File: config.mk
export PLATFORM = sky130hd
export DESIGN_NAME = storage_node_allocator
export DESIGN_NICKNAME = d
export VERILOG_FILES = /design/src/sv/sna_pkg.sv /design/src/sv/storage_node_allocator.sv
export SDC_FILE = /design/constraint.sdc
export NUM_CORES = 2
export LEC_CHECK = 0
export ABC_AREA = 1
export CAP_MARGIN = 20
export CELL_PAD_IN_SITES_DETAIL_PLACEMENT = 1
export CELL_PAD_IN_SITES_GLOBAL_PLACEMENT = 2
export CORE_ASPECT_RATIO = 0.5
export CORE_MARGIN = 2
export CORE_UTILIZATION = 40
export CTS_CLUSTER_DIAMETER = 60
export DETAILED_ROUTE_END_ITERATION = 8
export DONT_BUFFER_PORTS = 1
export PLACE_DENSITY_LB_ADDON = 0.3
export SLEW_MARGIN = 20
export SYNTH_ARGS = -nofsm -noshare
export SYNTH_HDL_FRONTEND = slang
export SYNTH_SLANG_ARGS = --single-unit
export TNS_END_PERCENT = 20
File: constraint.sdc
create_clock -name clk -period 12.55 [get_ports clk]
set_clock_uncertainty 0.05 [all_clocks]
set_input_delay 1.255 -clock clk [delete_from_list [all_inputs] [get_ports clk]]
set_output_delay 1.255 -clock clk [all_outputs]
set_load 0.01 [all_outputs]
File: src/sv/sna_pkg.sv
// Shared types and codes for the storage node allocator.
package sna_pkg;

    // Command codes
    localparam logic [1:0] CMD_ADD   = 2'd0;
    localparam logic [1:0] CMD_USER  = 2'd1;
    localparam logic [1:0] CMD_BLOCK = 2'd2;
    localparam logic [1:0] CMD_NONE  = 2'd3;

    // Result status codes
    localparam logic [1:0] ST_DONE  = 2'd0;
    localparam logic [1:0] ST_DUP   = 2'd1;
    localparam logic [1:0] ST_EMPTY = 2'd2;
    localparam logic [1:0] ST_FULL  = 2'd3;

    localparam int unsigned BLOCK_W   = 21;
    localparam logic [BLOCK_W-1:0] BLOCK_RESET = 21'd1024;
    localparam logic [15:0] USERS_MAX = 16'hFFFF;

    // One node table entry
    typedef struct packed {
        logic [31:0] address;
        logic [15:0] port;
        logic [15:0] users;
        logic [39:0] free;
    } entry_t;

endpackage

File: src/sv/storage_node_allocator.sv
// Storage node allocator: node table, scan sequencer and result registers.
//
// Usage: drive command and the add_* fields with start high while busy is
// low; the request is taken at that edge and busy rises while a scan runs.
// add appends a node (or reports a duplicate), assign-user picks the node
// with fewest users, assign-block picks the node with most free bytes; ties
// go to the lowest index. One result appears for exactly one cycle with
// result_valid high. Command 3 is dropped with no result.
// An assign on an empty table leaves busy low and answers in the cycle after
// it is taken. Otherwise the sequencer reads the table one entry per cycle
// through a single memory read port and one shared compare unit, and busy
// falls in the cycle that shows the result.
// block_bytes is written over the cfg channel (cfg_ready is always high) and
// should only change while busy is low.
// Reset clears the node count and block_bytes returns to 1024; table
// contents are not cleared, only entries below the count are ever read.
// The receiver cannot stall: results are shown once and not held.
module storage_node_allocator
    import sna_pkg::*;
#(
    parameter int unsigned MAX_NODES = 16
)(
    input  logic               clk,
    input  logic               rst_n,
    input  logic               start,
    output logic               busy,
    input  logic [1:0]         command,
    input  logic [31:0]        add_address,
    input  logic [15:0]        add_port,
    input  logic [39:0]        add_capacity,
    input  logic               cfg_valid,
    output logic               cfg_ready,
    input  logic [BLOCK_W-1:0] cfg_block_bytes,
    output logic               result_valid,
    output logic [1:0]         status,
    output logic [3:0]         chosen_index,
    output logic [31:0]        chosen_address,
    output logic [15:0]        chosen_port,
    output logic [15:0]        chosen_users,
    output logic [39:0]        chosen_free
);

    localparam int unsigned IDX_W = (MAX_NODES > 1) ? $clog2(MAX_NODES) : 1;
    localparam int unsigned CNT_W = $clog2(MAX_NODES + 1);
    localparam logic [CNT_W-1:0] CNT_MAX = CNT_W'(MAX_NODES);

    localparam logic [1:0] S_IDLE   = 2'd0;
    localparam logic [1:0] S_SCAN   = 2'd1;
    localparam logic [1:0] S_FINISH = 2'd2;

    // Node table
    entry_t mem [MAX_NODES];

    logic [1:0]         state_reg, state_next;
    logic [CNT_W-1:0]   count_reg, count_next;
    logic [BLOCK_W-1:0] block_reg, block_next;
    logic [1:0]         cmd_reg, cmd_next;
    entry_t             req_reg, req_next;
    logic [CNT_W-1:0]   issue_reg, issue_next;
    logic               pend_reg, pend_next;
    logic [IDX_W-1:0]   pend_idx_reg, pend_idx_next;
    logic               found_reg, found_next;
    entry_t             best_reg, best_next;
    logic [IDX_W-1:0]   best_idx_reg, best_idx_next;
    entry_t             rd_reg;

    logic               res_valid_reg, res_valid_next;
    logic [1:0]         res_status_reg, res_status_next;
    logic [IDX_W-1:0]   res_idx_reg, res_idx_next;
    entry_t             res_entry_reg, res_entry_next;

    logic               rd_en;
    logic               wr_en;
    logic [IDX_W-1:0]   wr_idx;
    entry_t             wr_data;
    entry_t             upd;
    logic               better;
    logic [IDX_W+3:0]   idx_ext;

    // Table memory: one write and one registered read port
    always_ff @(posedge clk)
    begin
        if (wr_en)
        begin
            mem[wr_idx] <= wr_data;
        end
        if (rd_en)
        begin
            rd_reg <= mem[issue_reg[IDX_W-1:0]];
        end
    end

    // Shared compare unit: judges the entry read last cycle
    always_comb
    begin
        better = 1'b0;
        unique case (cmd_reg)
            CMD_ADD:   better = !found_reg && (rd_reg.address == req_reg.address)
                                && (rd_reg.port == req_reg.port);
            CMD_USER:  better = !found_reg || (rd_reg.users < best_reg.users);
            CMD_BLOCK: better = !found_reg || (rd_reg.free > best_reg.free);
            default:   better = 1'b0;
        endcase
    end

    // Update of the chosen entry
    always_comb
    begin
        upd = best_reg;
        if (cmd_reg == CMD_USER)
        begin
            if (best_reg.users != USERS_MAX)
            begin
                upd.users = best_reg.users + 16'd1;
            end
        end
        else
        begin
            if (best_reg.free > {19'd0, block_reg})
            begin
                upd.free = best_reg.free - {19'd0, block_reg};
            end
            else
            begin
                upd.free = '0;
            end
        end
    end

    // Sequencer
    always_comb
    begin
        state_next      = state_reg;
        count_next      = count_reg;
        block_next      = block_reg;
        cmd_next        = cmd_reg;
        req_next        = req_reg;
        issue_next      = issue_reg;
        pend_next       = pend_reg;
        pend_idx_next   = pend_idx_reg;
        found_next      = found_reg;
        best_next       = best_reg;
        best_idx_next   = best_idx_reg;
        res_valid_next  = 1'b0;
        res_status_next = res_status_reg;
        res_idx_next    = res_idx_reg;
        res_entry_next  = res_entry_reg;
        rd_en           = 1'b0;
        wr_en           = 1'b0;
        wr_idx          = best_idx_reg;
        wr_data         = upd;

        if (cfg_valid)
        begin
            block_next = cfg_block_bytes;
        end

        unique case (state_reg)
            S_IDLE:
            begin
                if (start && command != CMD_NONE)
                begin
                    if (command != CMD_ADD && count_reg == '0)
                    begin
                        res_valid_next  = 1'b1;
                        res_status_next = ST_EMPTY;
                        res_idx_next    = '0;
                        res_entry_next  = '0;
                    end
                    else
                    begin
                        cmd_next          = command;
                        req_next.address  = add_address;
                        req_next.port     = add_port;
                        req_next.users    = '0;
                        req_next.free     = add_capacity;
                        issue_next        = '0;
                        pend_next         = 1'b0;
                        found_next        = 1'b0;
                        state_next        = S_SCAN;
                    end
                end
            end
            S_SCAN:
            begin
                // issue the next read
                if (issue_reg < count_reg)
                begin
                    rd_en         = 1'b1;
                    pend_next     = 1'b1;
                    pend_idx_next = issue_reg[IDX_W-1:0];
                    issue_next    = issue_reg + CNT_W'(1);
                end
                else
                begin
                    pend_next = 1'b0;
                end
                // judge the entry that arrived
                if (pend_reg && better)
                begin
                    found_next    = 1'b1;
                    best_next     = rd_reg;
                    best_idx_next = pend_idx_reg;
                end
                if (issue_reg >= count_reg && !pend_reg)
                begin
                    state_next = S_FINISH;
                end
            end
            S_FINISH:
            begin
                res_valid_next = 1'b1;
                state_next     = S_IDLE;
                if (cmd_reg == CMD_ADD)
                begin
                    if (found_reg)
                    begin
                        res_status_next = ST_DUP;
                        res_idx_next    = best_idx_reg;
                        res_entry_next  = best_reg;
                    end
                    else if (count_reg >= CNT_MAX)
                    begin
                        res_status_next = ST_FULL;
                        res_idx_next    = '0;
                        res_entry_next  = '0;
                    end
                    else
                    begin
                        wr_en           = 1'b1;
                        wr_idx          = count_reg[IDX_W-1:0];
                        wr_data         = req_reg;
                        count_next      = count_reg + CNT_W'(1);
                        res_status_next = ST_DONE;
                        res_idx_next    = count_reg[IDX_W-1:0];
                        res_entry_next  = req_reg;
                    end
                end
                else
                begin
                    wr_en           = 1'b1;
                    res_status_next = ST_DONE;
                    res_idx_next    = best_idx_reg;
                    res_entry_next  = upd;
                end
            end
            default:
            begin
                state_next = S_IDLE;
            end
        endcase
    end

    // Control registers
    always_ff @(posedge clk or negedge rst_n)
    begin
        if (!rst_n)
        begin
            state_reg     <= S_IDLE;
            count_reg     <= '0;
            block_reg     <= BLOCK_RESET;
            pend_reg      <= 1'b0;
            found_reg     <= 1'b0;
            issue_reg     <= '0;
            cmd_reg       <= CMD_NONE;
            res_valid_reg <= 1'b0;
        end
        else
        begin
            state_reg     <= state_next;
            count_reg     <= count_next;
            block_reg     <= block_next;
            pend_reg      <= pend_next;
            found_reg     <= found_next;
            issue_reg     <= issue_next;
            cmd_reg       <= cmd_next;
            res_valid_reg <= res_valid_next;
        end
    end

    // Payload registers
    always_ff @(posedge clk)
    begin
        req_reg        <= req_next;
        pend_idx_reg   <= pend_idx_next;
        best_reg       <= best_next;
        best_idx_reg   <= best_idx_next;
        res_status_reg <= res_status_next;
        res_idx_reg    <= res_idx_next;
        res_entry_reg  <= res_entry_next;
    end

    // Ports
    assign idx_ext        = {4'd0, res_idx_reg};
    assign busy           = (state_reg != S_IDLE);
    assign cfg_ready      = 1'b1;
    assign result_valid   = res_valid_reg;
    assign status         = res_status_reg;
    assign chosen_index   = idx_ext[3:0];
    assign chosen_address = res_entry_reg.address;
    assign chosen_port    = res_entry_reg.port;
    assign chosen_users   = res_entry_reg.users;
    assign chosen_free    = res_entry_reg.free;

endmodule
# Yosys cells after proc, flatten, opt, wreduce, memory -nomap -nowiden
# Memories as Yosys holds them, arrays and structs flattened. A register that Yosys moved wholly into a read port is not among the register bits.
# Index checks and enable logic that the tools add are counted.
# classes
add_sub_neg	4
magnitude_cmp	6
eq_ne	14
n_mux	55
n_bitwise	3
reduce_logical	26
# ops
op	count
104-bit 2-to-1 mux	9
104-bit one-hot mux with 2 select lines	1
40-bit 2-to-1 mux	2
40-bit by 21-bit > comparator with 1-bit output	1
40-bit > comparator	1
40-bit by 21-bit subtractor with 40-bit output	1
4-bit 2-to-1 mux	9
32-bit == test	1
16-bit 2-to-1 mux	2
16-bit by 1-bit adder with 16-bit output (second input constant)	1
16-bit == test	1
16-bit less-than comparator	1
2-bit 2-to-1 mux	8
16-bit != test (second input constant)	1
5-bit 2-to-1 mux	3
2-bit != test (second input constant)	7
1-bit 2-to-1 mux	13
3-bit AND reduction	4
4-bit AND reduction	3
5-bit by 1-bit adder with 5-bit output (second input constant)	2
5-bit one-hot mux with 2 select lines	1
2-bit one-hot mux with 2 select lines	2
4-bit one-hot mux with 2 select lines	1
2-bit nonzero test	4
14 further kinds	29
# word_totals
regBits	348
ram_bits	1664
in_bits	115
output_inout_bits	113
word_cells	132
n_memories	1
# mem_list
memory	words	word_bits	rd	rd_clocked_by_memory_dff	write_ports	line_no	rtl
mem	16	104	1	1	1	storage_node_allocator.sv:52	entry_t mem [MAX_NODES];

# Longest topological paths before layout
# depth
word_depth	7
mapped_depth	18
ltp_nobuf	18

# Worst setup path after synthesis
# OpenSTA, ideal clock, no wires.
# synth_timing
path_type	input to register
startpoint	in command[1]
endpoint	reg res_entry_reg, in the netlist chosen_address[0], enable pin
setup_time_ps	741
arrival_ps	9532
required_time_ps	11759
path_slack_ps	2227
cell_stages	2
path_buffers	0
cell_sequence	o2111ai_1 -> o31ai_1
# synth_via
elab_chain_cells	4
word_cells_on_any_way	7
cone_classes	3 x eq/ne; 4 x reduce/logical
# synth_lines
element	line_no	rtl
from (decl)	storage_node_allocator.sv:27	input logic [1:0] command,
2-bit != test / 2-bit nonzero test (equally long branches)	storage_node_allocator.sv:161, storage_node_allocator.sv:163	
1-bit logical AND (on tied branches)	storage_node_allocator.sv:161, storage_node_allocator.sv:163	
2-bit != test (no line)	--	
3-bit AND reduction (no line) (*)	--	
to (signal assigned)	storage_node_allocator.sv:290	res_entry_reg <= res_entry_next;
to (decl)	storage_node_allocator.sv:70	entry_t res_entry_reg, res_entry_next;
# Every way passes the cells marked *; elsewhere a longest branch is shown, timed or not.
# A chain may end at the register's enable or synchronous reset.

# Worst setup path after layout
# layout_timing
startpoint	reg state_reg[0]
endpoint	mem mem[10][74] (netlist name), enable pin
# layout_via
elab_chain_cells	4
word_cells_on_any_way	5
cone_classes	1 x eq/ne; 4 x mux
# layout_lines
element	line_no	rtl
from (decl)	storage_node_allocator.sv:54	logic [1:0] state_reg, state_next;
from (signal assigned)	storage_node_allocator.sv:270	state_reg <= state_next;
2-bit == test (*)	storage_node_allocator.sv:158	unique case (state_reg)
1-bit 2-to-1 mux	storage_node_allocator.sv:158	
1-bit 2-to-1 mux	storage_node_allocator.sv:83	if (wr_en)
1-bit 2-to-1 mux (implied by the code)	storage_node_allocator.sv:85	mem[wr_idx] <= wr_data;
to (decl)	storage_node_allocator.sv:52	
# Marked as above.

==> qor.csv <==
metric;value;unit
prevailing post-synth register cell;edfxtp_1;
setup bufs post-CTS;0;
GPL Wtd Cong;0.878;
mean routed wirelength per cell;26.5;µm
FP Rows;120;
Die W;660;µm
Worst-Margin Slew;1200;ps
Via Count;53200;
total track usage;0.223;
area grow syn2layout;11.4;%
routed wire length;249;mm
worst slack, placed;6600;ps
1st-pass router iterations;8;
clock transition at the registers of the reported paths;70;ps
clock buffer count from CTS;201;
pwr dens;223;nW/µm²
CTS sink count;2116;
Synth Register Bits;2116;
final setup margin;6740;ps
sequential fraction of the synthesis area;0.737;
Final ANT Viol Nets;0;
Final Hold Viols;0;
share of flip-flops with an asynchronous set or reset;0.0180;
vias in the first global route;56200;
Nets;6588;
CP max FO;60;
Worst setup EP type;flop;
Max Buffers Root-to-Sink;4;
via density per instance;5.67;
Die Y-Extent;332;µm
worst path bufs/invs;7;
Post-synth EDFFs;2078;
CTS tree;done;
largest net degree at the start of global routing;229;
WS Path Type;flop to flop;
crit start category;flop;
crit path cell chain;nor2_4 -> inv_4 -> nor2_1 -> inv_2 -> nor2_4 -> buf_4 -> inv_2 -> nor2_1 -> a21oi_1 -> inv_1 -> nand3_1 -> nor2_4 -> buf_4 -> buf_4;
WP data arrival;6220;ps
max FFs per register;1664;
Req. time, crit path;12960;ps
WHS;75.9;ps
FMAX;172;MHz
CTS H-Tree Depth;4;
Synth Cell Area;86000;µm²
slew margin rel.;0.198;
Slowest Stage Delay on Critical Path;900;ps
DP Wirelength;139;mm
number of hold buffers added after CTS;0;
Overflow after GRT;0;
post-synth cell types;52;
Hold Path Class;input pin to asynchronous set/reset pin;
starting density of the core;0.402;
layout cells sized above 1;0.0801;
number of DRC markers in iteration 0;4231;
Post-synth top cells;2078 x edfxtp_1, 1037 x nor2_1, 634 x nand2_1, 563 x o21ai_0, 269 x inv_1;
Final TNS setup;0;ps
Slew Limit Fails;0;
first-pass GRT wire length;369;mm
Post-Synthesis Cells;6409;
Yosys warnings;0;
Final Cycle Share;0.463;
IO buf count;0;
Max stage delay cell, worst path;nor2_4;
initial antenna violation count;4;
post-synth top area cell;edfxtp_1;
Synth area leaders;edfxtp_1 73%, nor2_1 4.5%, o21ai_0 3.3%;
Final Setup Violations;0;
Tmin final;5810;ps
CTS resizes;0;
core area;214000;µm²
Syn Area/Cell;13.4;µm²
status;complete, no violations;
I/O Pins;228;
RSZ-0062 raised after global routing;false;
die area;219000;µm²
Static Leakage;31.5;nW
Max Cap Viol;0;
area share of the largest cell type after synthesis;0.726;
most frequent cell after synthesis;edfxtp_1;
DRC;0;
Post-Syn Nets;6614;
Clock Latency Late Sink;860;ps
Max VDD drop;0.228;mV
R2R Setup Slk;6740;ps
clk root buf;clkbuf_16;
Largest delay share family, worst path;buffers and inverters;
-- path summary, 6_finish.rpt --
kind,start,to,cells after the start
max in group asynchronous,rst_n,cmd_reg[1],0
worst min register to register,pend_idx_reg[0],best_idx_reg[0],0
worst min-delay path,rst_n,block_reg[1],0
worst max-delay path,state_reg[0],mem[10][74],14
worst max register to register,state_reg[0],mem[10][74],14
min in group clk,pend_idx_reg[0],best_idx_reg[0],0
-- power by group --
| part | internal (mW) | switching [mW] | leakage, nW |
|---|---|---|---|
| sequential | 9.14 | 0.438 | 19.3 |
| clock | 3.30 | 2.67 | 3.05 |
| combinational | 1.56 | 4.31 | 9.17 |
-- routing by layer --
layer / GRT usage / up-vias / wire, µm
li1: - / 23800 / -
met5: 0 / - / 11
met4: 0.0514 / 2 / 5350
met3: 0.0295 / 325 / 10400
met1: 0.300 / 28000 / 109000
met2: 0.386 / 1114 / 124000
-- cells by family after synthesis --
family          synth area share
xor+xnor                 0.00784
mux                       0.0204
simple gates              0.0945
compound gates            0.0964
flops                      0.737
buf+inv                   0.0309
fa+ha+maj                 0.0132
other cells            0.0000436
-- layout by cell type, fill, tap and decap left out, drive strengths merged, types with 78 or more instances in the layout --
cell type / instances
o221ai: 174
mux2i: 174
clkinv: 78
o32ai: 242
buf: 155
inv: 289
edfxtp: 2078
nor2: 1047
nand3: 261
nand2: 639
a21oi: 118
clkbuf: 247
ha: 89
o21ai: 576
-- area by class of cell --
cell class	count	area [µm²]
fillers	21500	118000
multi-input cells	3625	20200
well taps	2867	3590
repair buffers	155	1360
inverters	284	1090
clock inverters	100	883
diodes	1	2.50
clock buffers	247	5330
flip-flops and latches	2116	63400
-- stage by stage --
stage / power (mW) / util / instance area (µm²) / instances
2_1_floorplan: 13.3 / - / 86000 / 6409
3_3_place_gp: 15.4 / 0.419 / 89500 / 9045
3_5_place_dp: 15.6 / 0.419 / 89500 / 9046
4_1_cts: 21.6 / 0.448 / 95800 / 9393
5_1_grt: 22.4 / 0.448 / 95800 / 9395
6_report: 21.4 / 0.448 / 95800 / 9395
No activity file was read; power rests on OpenSTA's default activity.
